`config.mk`:
```
export PLATFORM = sky130hd
export DESIGN_NAME = ps2_mouse_packet_reader_flat
export DESIGN_NICKNAME = d
export VERILOG_FILES = /design/src/mpr_pkg.sv /design/src/mpr_if.sv /design/src/ps2_mouse_packet_reader.sv /design/src/mpr_accum.sv /design/src/mpr_readout.sv /design/src/flat_wrapper.sv
export SDC_FILE = /design/constraint.sdc
export NUM_CORES = 1
export LEC_CHECK = 0
export BUFFER_PORTS_ARGS = -buffer_cell sky130_fd_sc_hd__buf_2
export CAP_MARGIN = 30
export CORE_ASPECT_RATIO = 1.25
export CORE_MARGIN = 3
export CORE_UTILIZATION = 40
export CTS_CLUSTER_SIZE = 30
export DETAILED_ROUTE_END_ITERATION = 10
export GPL_ROUTABILITY_DRIVEN = 0
export GPL_TIMING_DRIVEN = 0
export SLEW_MARGIN = 20
export SYNTH_ARGS = -nofsm -noshare
export SYNTH_HDL_FRONTEND = slang
export SYNTH_SLANG_ARGS = --single-unit
export TNS_END_PERCENT = 50
```
`constraint.sdc`:
```
create_clock -name clk -period 6 [get_ports clk]
set_clock_uncertainty 0.05 [all_clocks]
set_input_delay 1.2 -clock clk [delete_from_list [all_inputs] [get_ports clk]]
set_output_delay 1.2 -clock clk [all_outputs]
set_load 0.02 [all_outputs]
```
`src/mpr_pkg.sv`:
```
// Shared types, constants and helper functions for the mouse packet reader.
package mpr_pkg;

  typedef enum logic [1:0] {
    CMD_MOVE   = 2'd0,
    CMD_SCROLL = 2'd1,
    CMD_BUTTON = 2'd2,
    CMD_READ   = 2'd3
  } cmd_t;

  typedef enum logic [2:0] {
    SLOT_IDLE   = 3'd0,
    SLOT_X      = 3'd1,
    SLOT_Y      = 3'd2,
    SLOT_BTN    = 3'd3,
    SLOT_SCROLL = 3'd4
  } slot_t;

  localparam int unsigned NUM_BUTTONS = 3;

  localparam logic [1:0] TAG_X      = 2'b01;
  localparam logic [1:0] TAG_Y      = 2'b10;
  localparam logic [1:0] TAG_BTN    = 2'b11;
  localparam logic [2:0] TAG_SCROLL = 3'b111;
  localparam logic [7:0] END_BYTE   = 8'h00;

  localparam logic signed [15:0] ACC_MAX = 16'sh7FFF;
  localparam logic signed [15:0] ACC_MIN = 16'sh8000;

  localparam logic signed [16:0] MOT_HI    = 17'sd31;
  localparam logic signed [16:0] MOT_LO    = -17'sd32;
  localparam logic signed [16:0] SCROLL_HI = 17'sd15;
  localparam logic signed [16:0] SCROLL_LO = -17'sd16;

  // Host event as seen by the accumulator stage.
  typedef struct packed {
    logic              fire;
    cmd_t              cmd;
    logic signed [15:0] dx;
    logic signed [15:0] dy;
    logic signed [15:0] dscroll;
    logic [1:0]        button_index;
    logic              button_pressed;
  } mpr_event_t;

  // Accumulated motion, or its snapshot.
  typedef struct packed {
    logic signed [15:0] x;
    logic signed [15:0] y;
    logic signed [15:0] scroll;
    logic [NUM_BUTTONS-1:0] buttons;
    logic               dirty;
  } mpr_motion_t;

  function automatic logic signed [15:0] sat_add(input logic signed [15:0] a,
                                                 input logic signed [15:0] b);
    logic signed [16:0] s;
    s = {a[15], a} + {b[15], b};
    if (s[16] != s[15]) begin
      return s[16] ? ACC_MIN : ACC_MAX;
    end
    return s[15:0];
  endfunction

  function automatic logic signed [16:0] neg17(input logic signed [15:0] v);
    return 17'sd0 - {v[15], v};
  endfunction

  function automatic logic [5:0] clamp6(input logic signed [16:0] v);
    logic [5:0] r;
    if (v > MOT_HI) begin
      r = MOT_HI[5:0];
    end else if (v < MOT_LO) begin
      r = MOT_LO[5:0];
    end else begin
      r = v[5:0];
    end
    return r;
  endfunction

  function automatic logic [4:0] clamp5(input logic signed [16:0] v);
    logic [4:0] r;
    if (v > SCROLL_HI) begin
      r = SCROLL_HI[4:0];
    end else if (v < SCROLL_LO) begin
      r = SCROLL_LO[4:0];
    end else begin
      r = v[4:0];
    end
    return r;
  endfunction

endpackage

```
`src/mpr_if.sv`:
```
// Valid/ready channel interfaces for host events and read bytes.
interface mpr_in_if;
  logic              valid;
  logic              ready;
  logic [1:0]        cmd;
  logic signed [15:0] move_x;
  logic signed [15:0] move_y;
  logic signed [15:0] scroll_delta;
  logic [1:0]        button_index;
  logic              button_pressed;

  modport source (output valid, cmd, move_x, move_y, scroll_delta, button_index,
                  button_pressed, input ready);
  modport sink (input valid, cmd, move_x, move_y, scroll_delta, button_index,
                button_pressed, output ready);
endinterface

interface mpr_out_if;
  logic       valid;
  logic       ready;
  logic [7:0] read_byte;

  modport source (output valid, read_byte, input ready);
  modport sink (input valid, read_byte, output ready);
endinterface

```
`src/ps2_mouse_packet_reader.sv`:
```
// Top level of the mouse packet reader: input register, state logic, result register.
//
// Usage:
//   item   : host beats. cmd selects move (adds move_x/move_y), scroll (adds
//            scroll_delta), button event (button_index/button_pressed) or read.
//   result : one read_byte beat for every read; other commands give none.
// A read at the start of a burst snapshots and clears the motion sums; later
// reads walk X, Y, buttons and scroll, skipping empty ones. 0x00 ends a burst.
// Path: an accepted beat is held in the input register; a read's byte then goes
// into the result register once that register is free.
// Throughput: one beat per cycle unless a read stalls, set by the single pass
// from input register through accumulator and slot logic into result register.
// The result register lets a new beat enter while a byte waits to be taken.
// Reset clears the accumulators, buttons, snapshot, slot and both valid flags.
// When result is stalled, events still flow; a read waits in the input register
// and item.ready drops only while that read and a waiting byte are both held.
module ps2_mouse_packet_reader (
  input  logic         clk,
  input  logic         rst,
  mpr_in_if.sink       item,
  mpr_out_if.source    result
);
  import mpr_pkg::*;

  logic              in_valid;
  cmd_t              in_cmd;
  logic signed [15:0] in_x;
  logic signed [15:0] in_y;
  logic signed [15:0] in_scroll;
  logic [1:0]        in_bidx;
  logic              in_pressed;

  logic              out_valid;
  logic [7:0]        out_byte;

  logic              out_free;
  logic              process;
  logic              is_read;
  logic              read_fire;
  logic              clear;
  logic [7:0]        pick_byte;
  mpr_event_t        ev;
  mpr_motion_t       acc;

  assign is_read   = (in_cmd == CMD_READ);
  assign out_free  = !out_valid || result.ready;
  assign process   = in_valid && (!is_read || out_free);
  assign read_fire = process && is_read;
  assign item.ready = !in_valid || process;

  always_ff @(posedge clk) begin
    if (rst) begin
      in_valid <= 1'b0;
    end else if (item.ready) begin
      in_valid <= item.valid;
    end
  end

  always_ff @(posedge clk) begin
    if (item.ready && item.valid) begin
      in_cmd     <= cmd_t'(item.cmd);
      in_x       <= item.move_x;
      in_y       <= item.move_y;
      in_scroll  <= item.scroll_delta;
      in_bidx    <= item.button_index;
      in_pressed <= item.button_pressed;
    end
  end

  always_comb begin
    ev.fire           = process && !is_read;
    ev.cmd            = in_cmd;
    ev.dx             = in_x;
    ev.dy             = in_y;
    ev.dscroll        = in_scroll;
    ev.button_index   = in_bidx;
    ev.button_pressed = in_pressed;
  end

  mpr_accum u_accum (
    .clk   (clk),
    .rst   (rst),
    .ev    (ev),
    .clear (clear),
    .acc   (acc)
  );

  mpr_readout u_readout (
    .clk      (clk),
    .rst      (rst),
    .fire     (read_fire),
    .acc      (acc),
    .clear    (clear),
    .byte_out (pick_byte)
  );

  always_ff @(posedge clk) begin
    if (rst) begin
      out_valid <= 1'b0;
    end else if (out_free) begin
      out_valid <= read_fire;
    end
  end

  always_ff @(posedge clk) begin
    if (read_fire) begin
      out_byte <= pick_byte;
    end
  end

  assign result.valid     = out_valid;
  assign result.read_byte = out_byte;

endmodule

```
`src/mpr_accum.sv`:
```
// Saturating motion accumulators and button level register.
module mpr_accum (
  input  logic                clk,
  input  logic                rst,
  input  mpr_pkg::mpr_event_t ev,
  input  logic                clear,
  output mpr_pkg::mpr_motion_t acc
);
  import mpr_pkg::*;

  mpr_motion_t acc_q;

  always_ff @(posedge clk) begin
    if (rst) begin
      acc_q <= '0;
    end else if (clear) begin
      // snapshot taken: motion and change mark restart, levels stay
      acc_q.x      <= '0;
      acc_q.y      <= '0;
      acc_q.scroll <= '0;
      acc_q.dirty  <= 1'b0;
    end else if (ev.fire) begin
      case (ev.cmd)
        CMD_MOVE: begin
          acc_q.x <= sat_add(acc_q.x, ev.dx);
          acc_q.y <= sat_add(acc_q.y, ev.dy);
        end
        CMD_SCROLL: begin
          acc_q.scroll <= sat_add(acc_q.scroll, ev.dscroll);
        end
        CMD_BUTTON: begin
          if (ev.button_index < 2'(NUM_BUTTONS)) begin
            acc_q.buttons[ev.button_index] <= ev.button_pressed;
            acc_q.dirty <= 1'b1;
          end
        end
        default: ;
      endcase
    end
  end

  assign acc = acc_q;

endmodule

```
`src/mpr_readout.sv`:
```
// Burst snapshot, slot pointer and packet byte selection.
module mpr_readout (
  input  logic                 clk,
  input  logic                 rst,
  input  logic                 fire,
  input  mpr_pkg::mpr_motion_t acc,
  output logic                 clear,
  output logic [7:0]           byte_out
);
  import mpr_pkg::*;

  mpr_motion_t snap;
  mpr_motion_t src;
  slot_t       slot;
  slot_t       slot_next;
  slot_t       start;
  logic        hit_x;
  logic        hit_y;
  logic        hit_b;

  // At burst start the live accumulators are read directly.
  assign src   = (slot == SLOT_IDLE) ? acc : snap;
  assign start = (slot == SLOT_IDLE) ? SLOT_X : slot;
  assign clear = fire && (slot == SLOT_IDLE);

  assign hit_x = (src.x != '0) && (start <= SLOT_X);
  assign hit_y = (src.y != '0) && (start <= SLOT_Y);
  assign hit_b = src.dirty && (start <= SLOT_BTN);

  always_comb begin
    byte_out  = END_BYTE;
    slot_next = SLOT_IDLE;
    if (start > SLOT_SCROLL) begin
      byte_out  = END_BYTE;
      slot_next = SLOT_IDLE;
    end else if (hit_x) begin
      byte_out  = {TAG_X, clamp6({src.x[15], src.x})};
      slot_next = SLOT_Y;
    end else if (hit_y) begin
      byte_out  = {TAG_Y, clamp6(neg17(src.y))};
      slot_next = SLOT_BTN;
    end else if (hit_b) begin
      byte_out  = {TAG_BTN, 3'b000, src.buttons};
      slot_next = SLOT_SCROLL;
    end else begin
      byte_out  = (src.scroll != '0) ? {TAG_SCROLL, clamp5(neg17(src.scroll))} : END_BYTE;
      slot_next = SLOT_IDLE;
    end
  end

  always_ff @(posedge clk) begin
    if (rst) begin
      slot <= SLOT_IDLE;
      snap <= '0;
    end else if (fire) begin
      slot <= slot_next;
      if (slot == SLOT_IDLE) begin
        snap <= acc;
      end
    end
  end

endmodule

```
`src/flat_wrapper.sv`:
```
// flat-port wrapper written by rule: the top's interface ports become plain ports
module ps2_mouse_packet_reader_flat import mpr_pkg::*;
  (clk, rst, item_valid, item_cmd, item_move_x, item_move_y, item_scroll_delta, item_button_index, item_button_pressed, item_ready, result_valid, result_read_byte, result_ready);
  mpr_in_if item_i ();
  mpr_out_if result_i ();
  input  logic clk;
  input  logic rst;
  input wire logic [$bits(item_i.valid)-1:0] item_valid;
  input wire logic [$bits(item_i.cmd)-1:0] item_cmd;
  input wire logic [$bits(item_i.move_x)-1:0] item_move_x;
  input wire logic [$bits(item_i.move_y)-1:0] item_move_y;
  input wire logic [$bits(item_i.scroll_delta)-1:0] item_scroll_delta;
  input wire logic [$bits(item_i.button_index)-1:0] item_button_index;
  input wire logic [$bits(item_i.button_pressed)-1:0] item_button_pressed;
  output wire logic [$bits(item_i.ready)-1:0] item_ready;
  output wire logic [$bits(result_i.valid)-1:0] result_valid;
  output wire logic [$bits(result_i.read_byte)-1:0] result_read_byte;
  input wire logic [$bits(result_i.ready)-1:0] result_ready;
  assign item_i.valid = item_valid;
  assign item_i.cmd = item_cmd;
  assign item_i.move_x = item_move_x;
  assign item_i.move_y = item_move_y;
  assign item_i.scroll_delta = item_scroll_delta;
  assign item_i.button_index = item_button_index;
  assign item_i.button_pressed = item_button_pressed;
  assign item_ready = item_i.ready;
  assign result_valid = result_i.valid;
  assign result_read_byte = result_i.read_byte;
  assign result_i.ready = result_ready;
  ps2_mouse_packet_reader u_core (.clk(clk), .rst(rst), .item(item_i), .result(result_i));
endmodule
```
==> impl_table.tex, run 1 <==
\begin{tabular}{lr}
\hline
Metric & Value \\
\hline
\multicolumn{2}{l}{\textbf{Global routing}} \\
Leftover overflow at the end of global routing & 0 \\
Total GRT Usage & 19.6\% \\
Number of global-route vias before repair & 8,720 \\
Number of antenna violations at the first check in global routing & 1 \\
Global-route wire length before repair & 44.6 mm \\
Largest net degree at the start of global routing & 54 \\
\multicolumn{2}{l}{\textbf{Final layout}} \\
Total Nets Final & 1,392 \\
Diode count & 0 \\
Final cell count without fillers & 1,628 \\
Share of post-route cells with drive strength above 1 & 11.4\% \\
Area growth from synthesis to layout & 12.9\% \\
Final cell utilization of the core & 46.4\% \\
\multicolumn{2}{l}{\textbf{Clock tree}} \\
Clock sink total & 170 \\
Number of buffers on the longest clock path & 2 \\
TritonCTS clock tree & built \\
Post-CTS resize count & 0 \\
Number of buffers created by CTS & 17 \\
Max H-tree Level & 4 \\
Root buffer selected by CTS & clkbuf\_16 \\
Clock-pin slew on the worst setup and hold paths & 0.08 ns \\
Worst skew pair latency & 0.44 ns \\
Hold-fix buffer count after cts & 0 \\
Number of buffers inserted to repair setup after CTS & 0 \\
\multicolumn{2}{l}{\textbf{Placed design}} \\
\# port buffers & 65 \\
Number of placed cells counting well taps & 1,596 \\
Detailed placement HPWL & 20.7 mm \\
\multicolumn{2}{l}{\textbf{Yosys}} \\
Count of flip-flops with a built-in enable after synthesis & 61 \\
Seq/Total Area, Yosys & 38.3\% \\
Synthesized area per cell & 8.77 µm² \\
Post-synth top area cell & dfxtp\_1 \\
Gate count of the mapped netlist & 1,196 \\
Flop and latch count out of synthesis & 170 \\
Top FF cell, synth & dfxtp\_1 \\
Yosys cell types & 84 \\
Fraction of registers with async set or reset after synthesis & 0\% \\
Share of the synthesized area in the top cell type & 20.8\% \\
Netlist Area Pre-Place & 0.0105 mm² \\
Biggest area contributors in the synthesized netlist & dfxtp\_1, edfxtp\_1, a21oi\_1 \\
Number of nets produced by synthesis & 1,308 \\
Yosys warning count & 0 \\
\multicolumn{2}{l}{\textbf{Hold path}} \\
Min-delay worst type & flip-flop to flip-flop \\
\multicolumn{2}{l}{\textbf{Job}} \\
Max-cap violations & 0 \\
\multicolumn{2}{l}{\textbf{Route}} \\
Average detailed-routed wire length per instance & 16.7 µm \\
Routed wire length & 27.1 mm \\
DRC errors left & 0 \\
Number of nets with antenna violations after detailed routing & 0 \\
First DRT Iteration DRCs & 582 \\
Ratio of routed vias to standard cells & 5.53 \\
Number of vias in the routed layout & 9,003 \\
Detailed-router iteration count before antenna repair & 5 \\
\multicolumn{2}{l}{\textbf{Setup path}} \\
Setup crit start kind & flip-flop \\
CP endpoint kind & flip-flop \\
Arrival time at the worst endpoint & 5.56 ns \\
Critical path class & flip-flop to flip-flop \\
Max Fanout on Critical Path & 10 \\
Crit path required time & 6.14 ns \\
\multicolumn{2}{l}{\textbf{STA}} \\
Fmax & 184 MHz \\
Final TNS setup & 0 ns \\
Final Hold Violating Endpoints & 0 \\
Worst relative slew slack & 49.3\% \\
Fin Hold WS & 0.409 ns \\
Final-report setup violation count & 0 \\
Max Transition Viols Final & 0 \\
Final critical-path share of the clock period & 90.4\% \\
Final critical-path required period & 5.42 ns \\
RSZ-0062 raised after global routing & false \\
Measured slew at the worst slew-check pin & 0.754 ns \\
\multicolumn{2}{l}{\textbf{Die}} \\
Die span in y & 187 µm \\
Floorplan die area & 0.0282 mm² \\
Horizontal die dimension & 151 µm \\
Boundary pin count & 67 \\
Number of rows created at floorplan & 65 \\
Initial Util & 41.1\% \\
Placeable core region & 0.0255 mm² \\
\multicolumn{2}{l}{\textbf{Power}} \\
Overall Power & 2.99 mW \\
Reported leakage power & 4.45 nW \\
Power per cell area & 253 mW/mm² \\
Max IR drop VDD & 0.174 mV \\
\multicolumn{2}{l}{\textbf{Status}} \\
Outcome & complete, no violations \\
\hline
\end{tabular}
-- registers in the layout, summed over array words and instances, names as in the netlist --
signal	flops
u_core.result.valid	1
u_core.in_pressed	1
u_core.u_readout.snap	52
u_core.in_x	16
u_core.in_valid	1
u_core.in_bidx	2
u_core.in_y	16
u_core.u_readout.slot	3
u_core.in_cmd	2
u_core.result.read_byte	8
u_core.u_accum.acc	52
u_core.in_scroll	16
-- layer usage --
layer	vias up	share of wire [%]	track usage, %
li1	4561	-	-
met1	4221	45	25.2
met2	171	49	33.3
met3	48	3.6	3.17
met4	2	2.3	6.25
met5	-	0.033	0
-- cells in the mapped netlist (6+ instances only) --
cell type,instances
a21oi_1,137
o211ai_1,10
nor2_1,78
a21o_1,11
o31a_1,11
xor2_1,25
o21a_1,19
nor3_1,40
nor4_1,13
nor4b_1,7
a22oi_1,6
xnor2_1,39
nand4_1,14
o21bai_1,7
a31oi_1,9
edfxtp_1,61
nor2b_1,8
o22ai_1,13
dfxtp_1,109
a211oi_1,7
clkbuf_1,40
o21ai_0,82
nand2_1,154
inv_1,29
ha_1,52
maj3_1,27
nand3_1,22
or2_2,8
nand2b_1,18
or3_1,8
mux2i_1,32
-- metrics by stage --
| step | setup slack (ns) | cell area [µm²] |
|---|---|---|
| floorplan | 1.75 | 10500 |
| global placement | 0.580 | 11200 |
| detailed placement | 0.635 | 11200 |
| CTS | 0.612 | 11800 |
| global route | 0.184 | 11800 |
| finish | 0.576 | 11800 |
-- critical path: stages, from the launching register on --
cell	delay, ns
dfxtp_1	0.46
or3_1	0.16
buf_6	0.15
buf_12	0.15
buf_6	0.20
buf_2	0.30
buf_1	0.58
nor2_1	0.09
a21oi_1	0.19
ha_1	0.27
nor4b_1	0.57
nand2_1	0.23
o41ai_1	0.35
xnor2_1	0.21
or4b_1	0.47
o21ai_2	0.22
o221ai_1	0.22
o31a_1	0.29
-- where the power goes --
part	switching, mW	internal [mW]
combinational	0.338	0.251
clock	0.501	0.632
sequential	0.0329	1.24
-- area by class of cell --
type / instances / area, µm²
Sequential cell: 170 / 4010
Inverter: 29 / 109
Buffer: 54 / 268
Clock inverter: 12 / 125
Clock buffer: 20 / 478
Tap cell: 335 / 419
Multi-Input combinational cell: 943 / 6100
Timing Repair Buffer: 65 / 325
Fill cell: 2548 / 13700
-- layout by cell type, fill, tap and decap left out, types with 9 or more instances in the layout --
master	synthesis	final
a21o_1	11	11
a21oi_1	137	137
a31oi_1	9	9
buf_2	4	69
clkbuf_1	40	40
clkbuf_16	0	18
dfxtp_1	109	109
edfxtp_1	61	61
ha_1	52	52
inv_1	29	29
maj3_1	27	27
mux2i_1	32	32
nand2_1	154	154
nand2b_1	18	18
nand3_1	22	22
nand4_1	14	14
nor2_1	78	78
nor3_1	40	40
nor4_1	13	13
o211ai_1	10	10
o21a_1	19	19
o21ai_0	82	82
o22ai_1	13	13
o31a_1	11	11
xnor2_1	39	39
xor2_1	25	25
-- logic make-up after synthesis --
logic type,synth area share (%)
AOI/OAI and AO/OA,20.7
buffers and inverters,3.59
muxes,3.87
and+or+nand+nor,18.9
adders and majority gates,9.35
DFF,38.3
xor gates and xnor gates,5.34
-- worst paths after layout --
kind                                          startpoint                    endpoint  slack [ns]  depth (start not counted)
worst max-delay path            u_core.u_readout.slot[2]  u_core.result.read_byte[0]        0.58                         17
worst min-delay path            u_core.u_readout.snap[1]    u_core.u_readout.snap[1]        0.41                          2
worst max register to register  u_core.u_readout.slot[2]  u_core.result.read_byte[0]        0.58                         17
worst min register to register  u_core.u_readout.snap[1]    u_core.u_readout.snap[1]        0.41                          2
Power figures use the tool's default switching activity.
==> inputs of run 2 (changes only) <==
- SYNTH_HIERARCHICAL: unset -> 1
==> impl_table.tex, run 2 <==
\begin{tabular}{lr}
\hline
Metric & Value \\
\hline
\multicolumn{2}{l}{\textbf{Status}} \\
Outcome & complete, no violations \\
\multicolumn{2}{l}{\textbf{Setup path}} \\
Setup crit start kind & flip-flop \\
Cell family contributing the most delay on the critical path & buffers and inverters \\
Arrival time at the worst endpoint & 5.77 ns \\
Minimum setup slack among reg-to-reg paths & 0.37 ns \\
Critical path class & flip-flop to flip-flop \\
Launching element of the worst setup path & u\_core/u\_readout/slot[2] \\
Cell with the biggest individual delay on the critical path & o32ai\_1 \\
Max Fanout on Critical Path & 10 \\
Crit path cell chain & buf\_6, nor3\_4, buf\_6, buf\_12, buf\_4, buf\_2, buf\_2, buf\_2, mux2i\_1, ha\_1, nor3b\_1, mux2i\_1, xnor2\_1, o32ai\_1, nand4\_1, o31ai\_4, o21ai\_1, and4\_1 \\
R2R Path Start & u\_core/u\_readout/slot[2] \\
CP most frequent cell & buf\_2 \\
CP endpoint kind & flip-flop \\
Buffers \& Inverters on Critical Path & 7 \\
Largest stage delay on the critical path & 0.44 ns \\
Crit path required time & 6.14 ns \\
\multicolumn{2}{l}{\textbf{Clock tree}} \\
Clock-pin slew on the worst setup and hold paths & 0.08 ns \\
Worst skew pair latency & 0.44 ns \\
Number of buffers created by CTS & 17 \\
Number of buffers on the longest clock path & 2 \\
Hold-fix buffer count after cts & 0 \\
TritonCTS clock tree & built \\
Clock sink total & 170 \\
Max H-tree Level & 4 \\
Root buffer selected by CTS & clkbuf\_16 \\
\multicolumn{2}{l}{\textbf{Die}} \\
Number of rows created at floorplan & 66 \\
Initial Util & 40.7\% \\
Boundary pin count & 67 \\
Horizontal die dimension & 152 µm \\
Floorplan die area & 0.0286 mm² \\
Placeable core region & 0.0261 mm² \\
Die span in y & 188 µm \\
\multicolumn{2}{l}{\textbf{Route}} \\
Detailed-router iteration count before antenna repair & 5 \\
Number of nets with antenna violations after detailed routing & 0 \\
First DRT Iteration DRCs & 497 \\
Average detailed-routed wire length per instance & 17.4 µm \\
DRC errors left & 0 \\
Routed wire length & 28.6 mm \\
Number of vias in the routed layout & 9,266 \\
Ratio of routed vias to standard cells & 5.63 \\
\multicolumn{2}{l}{\textbf{Global routing}} \\
Number of global-route vias before repair & 8,996 \\
Total GRT Usage & 20.1\% \\
Global-route wire length before repair & 45.6 mm \\
Leftover overflow at the end of global routing & 0 \\
Number of antenna violations at the first check in global routing & 0 \\
Largest net degree at the start of global routing & 36 \\
\multicolumn{2}{l}{\textbf{STA}} \\
Final Hold Violating Endpoints & 0 \\
Worst relative slew slack & 34.5\% \\
Fmax & 178 MHz \\
Final critical-path share of the clock period & 93.8\% \\
Fin Hold WS & 0.410 ns \\
Final critical-path required period & 5.63 ns \\
Measured slew at the worst slew-check pin & 0.977 ns \\
RSZ-0062 raised after global routing & false \\
Final TNS setup & 0 ns \\
Final-report setup violation count & 0 \\
Max Transition Viols Final & 0 \\
\multicolumn{2}{l}{\textbf{Power}} \\
Reported leakage power & 4.83 nW \\
Power per cell area & 249 mW/mm² \\
Max IR drop VDD & 0.147 mV \\
\multicolumn{2}{l}{\textbf{Yosys}} \\
Netlist Area Pre-Place & 0.0106 mm² \\
Gate count of the mapped netlist & 1,203 \\
Flop and latch count out of synthesis & 170 \\
Fraction of registers with async set or reset after synthesis & 0\% \\
Most common cell in the netlist & nand2\_1 \\
Count of flip-flops with a built-in enable after synthesis & 61 \\
Commonest cells in the synthesized netlist & nand2\_1, a21oi\_1, dfxtp\_1 \\
Synthesized area per cell & 8.83 µm² \\
Top FF cell, synth & dfxtp\_1 \\
Yosys cell types & 92 \\
Post-synth top area cell & dfxtp\_1 \\
Biggest area contributors in the synthesized netlist & dfxtp\_1, edfxtp\_1, a21oi\_1 \\
Number of nets produced by synthesis & 1,315 \\
Yosys warning count & 6 \\
Share of the synthesized area in the top cell type & 20.5\% \\
Seq/Total Area, Yosys & 37.8\% \\
\multicolumn{2}{l}{\textbf{Final layout}} \\
Total non-filler cell area in the finished layout & 0.0120 mm² \\
Area growth from synthesis to layout & 13.3\% \\
Commonest non-fill, non-tap cell in the layout & nand2\_1 \\
Diode count & 0 \\
Total Nets Final & 1,405 \\
Area taken by flip-flops and latches & 0.00401 mm² \\
Most used cells in the layout excluding fill and tap cells & nand2\_1, a21oi\_1, dfxtp\_1 \\
Area used by multi-input combinational logic & 0.00630 mm² \\
Share of post-route cells with drive strength above 1 & 14.0\% \\
Final cell count without fillers & 1,646 \\
Filler Cell Count & 2,588 \\
\multicolumn{2}{l}{\textbf{Placed design}} \\
Detailed placement HPWL & 21.5 mm \\
Number of placed cells counting well taps & 1,611 \\
Cell area after placement & 0.0114 mm² \\
\# port buffers & 66 \\
\multicolumn{2}{l}{\textbf{Job}} \\
Max-cap violations & 0 \\
\multicolumn{2}{l}{\textbf{Hold path}} \\
Min-delay worst type & flip-flop to flip-flop \\
Min-delay src & u\_core/u\_readout/snap[2] \\
\hline
\end{tabular}
## run 2: power by group
group / switching [mW] / internal (mW)
Combinational: 0.357 / 0.242
Clock: 0.505 / 0.627
Sequential: 0.0311 / 1.24
Total: 0.893 / 2.11
## run 2: per-stage QoR
stage	utilization, %	setup WS, ns	total power, mW
floorplan	-	1.39	1.72
global placement	43.6	0.192	1.88
detailed placement	43.7	0.170	1.88
CTS	46.0	0.155	3.02
global route	46.1	0.141	3.14
finish	46.1	0.369	3.00
## run 2: what timing repair did
item,CTS,global route
buffers inserted,0,3
endpoints found under the setup margin,0,6
gates resized for setup,0,2
endpoints found under the hold margin,0,0
## run 2: final timing paths
| kind | to | depth (start not counted) |
|---|---|---|
| worst max register to register | u_core/result.read_byte[1] | 18 |
| worst min-delay path | u_core/u_readout/snap[2] | 2 |
| worst min register to register | u_core/u_readout/snap[2] | 2 |
| worst max-delay path | u_core/result.read_byte[1] | 18 |
## run 2: logic make-up (layout without fill, tap and decap cells)
group           after synthesis  count (layout)  share of synthesized area, %
simple gates                442             442                          21.2
compound gates              354             354                          21.1
flops                       170             170                          37.8
fa+ha+maj                    70              70                          8.22
buf+inv                      68             171                          3.04
xor+xnor                     60              60                          4.95
mux                          39              39                          3.72
## run 2: final cells by class
type / instances / area share (%)
buffer: 45 / 1.96
clock buffer: 19 / 3.60
clock inverter: 13 / 1.33
inverter: 23 / 0.717
multi-input combinational: 965 / 52.3
sequential: 170 / 33.3
tap: 340 / 3.53
timing repair buffer: 71 / 3.16
## run 2: metal layers
layer | track usage [%] | wire length, µm
met4 | 7.23 | 699
met5 | 0 | 0
met3 | 3.00 | 1070
met2 | 36.3 | 14800
met1 | 24.0 | 12000
## run 2: worst register-to-register path, stage by stage (launching register included)
cell and delay [ns]:
dfxtp_1 0.31, buf_6 0.13, nor3_4 0.23, buf_6 0.23, buf_12 0.17, buf_4 0.23, buf_2 0.32, buf_2 0.37
buf_2 0.37, mux2i_1 0.31, ha_1 0.35, nor3b_1 0.39, mux2i_1 0.33, xnor2_1 0.22, o32ai_1 0.44, nand4_1 0.23
o31ai_4 0.32, o21ai_1 0.14, and4_1 0.24
==> inputs of run 3 (changes only) <==
- ABC_AREA: unset -> 1
==> impl_table.tex, run 3 <==
\begin{tabular}{lr}
\hline
Metric & Value \\
\hline
\multicolumn{2}{l}{\textbf{Power}} \\
Reported leakage power & 6.02 nW \\
Relative contribution of sequential cells to total power & 39.4\% \\
Logic pwr share & 28.4\% \\
P\_sw & 1.12 mW \\
Max IR drop VDD & 0.150 mV \\
Clock share of power & 32.2\% \\
Overall Power & 3.24 mW \\
Net switching share of the total power & 34.6\% \\
Power per cell area & 257 mW/mm² \\
Pint & 2.12 mW \\
\multicolumn{2}{l}{\textbf{Hold path}} \\
Min-delay src & u\_core/u\_readout/snap[14] \\
Worst Hold Endpoint & u\_core/u\_readout/snap[14] \\
Number of cells on the worst hold path & 2 \\
Min-delay worst type & flip-flop to flip-flop \\
\multicolumn{2}{l}{\textbf{Setup path}} \\
Arrival time at the worst endpoint & 3.85 ns \\
Setup crit start kind & input port \\
Minimum setup slack among reg-to-reg paths & 2.79 ns \\
Cell with the biggest individual delay on the critical path & clkbuf\_1 \\
End of the worst register-to-register path & u\_core/result.read\_byte[5] \\
Max Fanout on Critical Path & 10 \\
Largest stage delay on the critical path & 0.52 ns \\
Critical path class & input port to flip-flop \\
Depth of the most critical reg-to-reg path & 16 \\
R2R Path Start & u\_core/u\_readout/slot[0] \\
Crit path required time & 6.32 ns \\
CP endpoint kind & flip-flop \\
Crit path cell chain & buf\_2, inv\_1, a21oi\_1, buf\_4, buf\_2, inv\_1, nor2\_1, nor2\_1, clkbuf\_1, clkbuf\_1, o21ai\_0, a21oi\_2 \\
\multicolumn{2}{l}{\textbf{Status}} \\
Outcome & complete, no violations \\
\multicolumn{2}{l}{\textbf{Clock tree}} \\
Post-CTS resize count & 0 \\
Number of buffers on the longest clock path & 2 \\
Worst skew pair latency & 0.44 ns \\
Root buffer selected by CTS & clkbuf\_16 \\
Clock sink total & 170 \\
Number of buffers inserted to repair setup after CTS & 0 \\
Clock-pin slew on the worst setup and hold paths & 0.07 ns \\
Max H-tree Level & 4 \\
TritonCTS clock tree & built \\
Hold-fix buffer count after cts & 0 \\
Number of buffers created by CTS & 17 \\
\multicolumn{2}{l}{\textbf{Placed design}} \\
Post-Place Setup Slack & 2.05 ns \\
Detailed placement HPWL & 23.4 mm \\
\# port buffers & 66 \\
\multicolumn{2}{l}{\textbf{STA}} \\
Worst relative slew slack & 43.5\% \\
Fmax & 283 MHz \\
Final setup margin & 2.47 ns \\
RSZ-0062 raised after global routing & false \\
Final critical-path share of the clock period & 58.8\% \\
Fin Hold WS & 0.414 ns \\
Measured slew at the worst slew-check pin & 0.843 ns \\
Final critical-path required period & 3.53 ns \\
Final-report setup violation count & 0 \\
Final Hold Violating Endpoints & 0 \\
Max Transition Viols Final & 0 \\
Final TNS setup & 0 ns \\
\multicolumn{2}{l}{\textbf{Yosys}} \\
Most common cell in the netlist & nand2\_1 \\
Biggest area contributors in the synthesized netlist & dfxtp\_1, edfxtp\_1, nand2\_1 \\
Yosys cell types & 46 \\
Post-synth top area cell & dfxtp\_1 \\
Flop and latch count out of synthesis & 170 \\
Commonest cells in the synthesized netlist & nand2\_1, inv\_1, nor2\_1 \\
Yosys warning count & 6 \\
Number of nets produced by synthesis & 1,690 \\
Top FF cell, synth & dfxtp\_1 \\
Count of flip-flops with a built-in enable after synthesis & 61 \\
Seq/Total Area, Yosys & 35.7\% \\
Netlist Area Pre-Place & 0.0113 mm² \\
Gate count of the mapped netlist & 1,578 \\
Share of the synthesized area in the top cell type & 19.4\% \\
Synthesized area per cell & 7.13 µm² \\
Fraction of registers with async set or reset after synthesis & 0\% \\
\multicolumn{2}{l}{\textbf{Global routing}} \\
Global-route wire length before repair & 48.8 mm \\
Leftover overflow at the end of global routing & 0 \\
Largest net degree at the start of global routing & 26 \\
Number of antenna violations at the first check in global routing & 0 \\
Total GRT Usage & 20.1\% \\
Number of global-route vias before repair & 9,864 \\
\multicolumn{2}{l}{\textbf{Route}} \\
Routed wire length & 29.9 mm \\
DRC errors left & 0 \\
Detailed-router iteration count before antenna repair & 5 \\
Number of nets with antenna violations after detailed routing & 0 \\
Average detailed-routed wire length per instance & 14.7 µm \\
Ratio of routed vias to standard cells & 5.06 \\
First DRT Iteration DRCs & 541 \\
Number of vias in the routed layout & 10,269 \\
\multicolumn{2}{l}{\textbf{Die}} \\
Placeable core region & 0.0277 mm² \\
Boundary pin count & 67 \\
Die span in y & 194 µm \\
Horizontal die dimension & 156 µm \\
Floorplan die area & 0.0302 mm² \\
Initial Util & 40.7\% \\
Number of rows created at floorplan & 68 \\
\multicolumn{2}{l}{\textbf{Job}} \\
Max-cap violations & 0 \\
\multicolumn{2}{l}{\textbf{Final layout}} \\
Commonest non-fill, non-tap cell in the layout & nand2\_1 \\
Most used cells in the layout excluding fill and tap cells & nand2\_1, inv\_1, nor2\_1 \\
Share of post-route cells with drive strength above 1 & 13.5\% \\
Area growth from synthesis to layout & 12.2\% \\
Diode count & 0 \\
Final cell utilization of the core & 45.7\% \\
Total Nets Final & 1,779 \\
\hline
\end{tabular}
==> run 3: changes by cell type after synthesis, sizes merged, moves of 23 or more <==
cell	change
mux2i	-34
xnor2	-23
nand3	+69
nand2	+316
a21oi	-44
a211oi	+37
inv	+171
nor2	+92
==> run 3: critical path, delay by kind of cell <==
family          cells  cell delay, ns
simple gates        2            0.36
buf+inv             7            1.78
compound gates      3            0.48
==> run 3: how the worst max path moves through the flow <==
stage,from,endpoint,slack (ns),cells past startpoint
4_1_cts,result_ready,u_core/u_accum/acc[6],2.51,12
2_1_floorplan,result_ready,u_core/in_bidx[0],1.88,4
6_report,result_ready,u_core/u_accum/acc[6],2.47,12
5_1_grt,result_ready,u_core/u_accum/acc[4],2.23,12
3_5_place_dp,result_ready,u_core/u_accum/acc[6],2.05,12
3_3_place_gp,result_ready,u_core/in_y[5],0.37,5
==> run 3: metrics by stage <==
step / instance area [µm²] / std cells
floorplan: 11300 / 1578
global placement: 12000 / 1994
detailed placement: 12100 / 1998
CTS: 12600 / 2030
global route: 12600 / 2030
finish: 12600 / 2030
==> run 3: final cells by class <==
class,count,area [µm²]
sequential,170,4010
buffer,46,309
multi-input combinational,1168,6210
inverter,194,728
clock buffer,20,458
clock inverter,12,90.1
tap,350,438
timing repair buffer,70,383
fill,2808,15000
==> run 3: kinds of logic after synthesis <==
| family | after synthesis | share of synthesized area [%] |
|---|---|---|
| simple gates | 819 | 31.9 |
| compound gates | 258 | 14.1 |
| buf+inv | 240 | 9.21 |
| flops | 170 | 35.7 |
| fa+ha+maj | 55 | 6.31 |
| xor+xnor | 35 | 2.72 |
| mux | 1 | 0.0889 |
==> run 3: routing by layer <==
layer / wire length (µm) / vias to the layer above / track usage, %
li1: - / 5332 / -
met1: 12900 / 4689 / 24.1
met2: 15000 / 201 / 35.6
met3: 1020 / 47 / 3.02
met4: 986 / 0 / 8.41
met5: 0 / - / 0
==> run 3: power groups by stage <==
stage / clock (mW) / combinational [mW] / sequential [mW]
detailed placement: 0 / 0.911 / 1.30
finish: 1.04 / 0.919 / 1.28
global placement: 0 / 0.896 / 1.31
global route: 1.12 / 1.05 / 1.28
floorplan: 0 / 0.692 / 1.30
CTS: 1.08 / 0.916 / 1.28
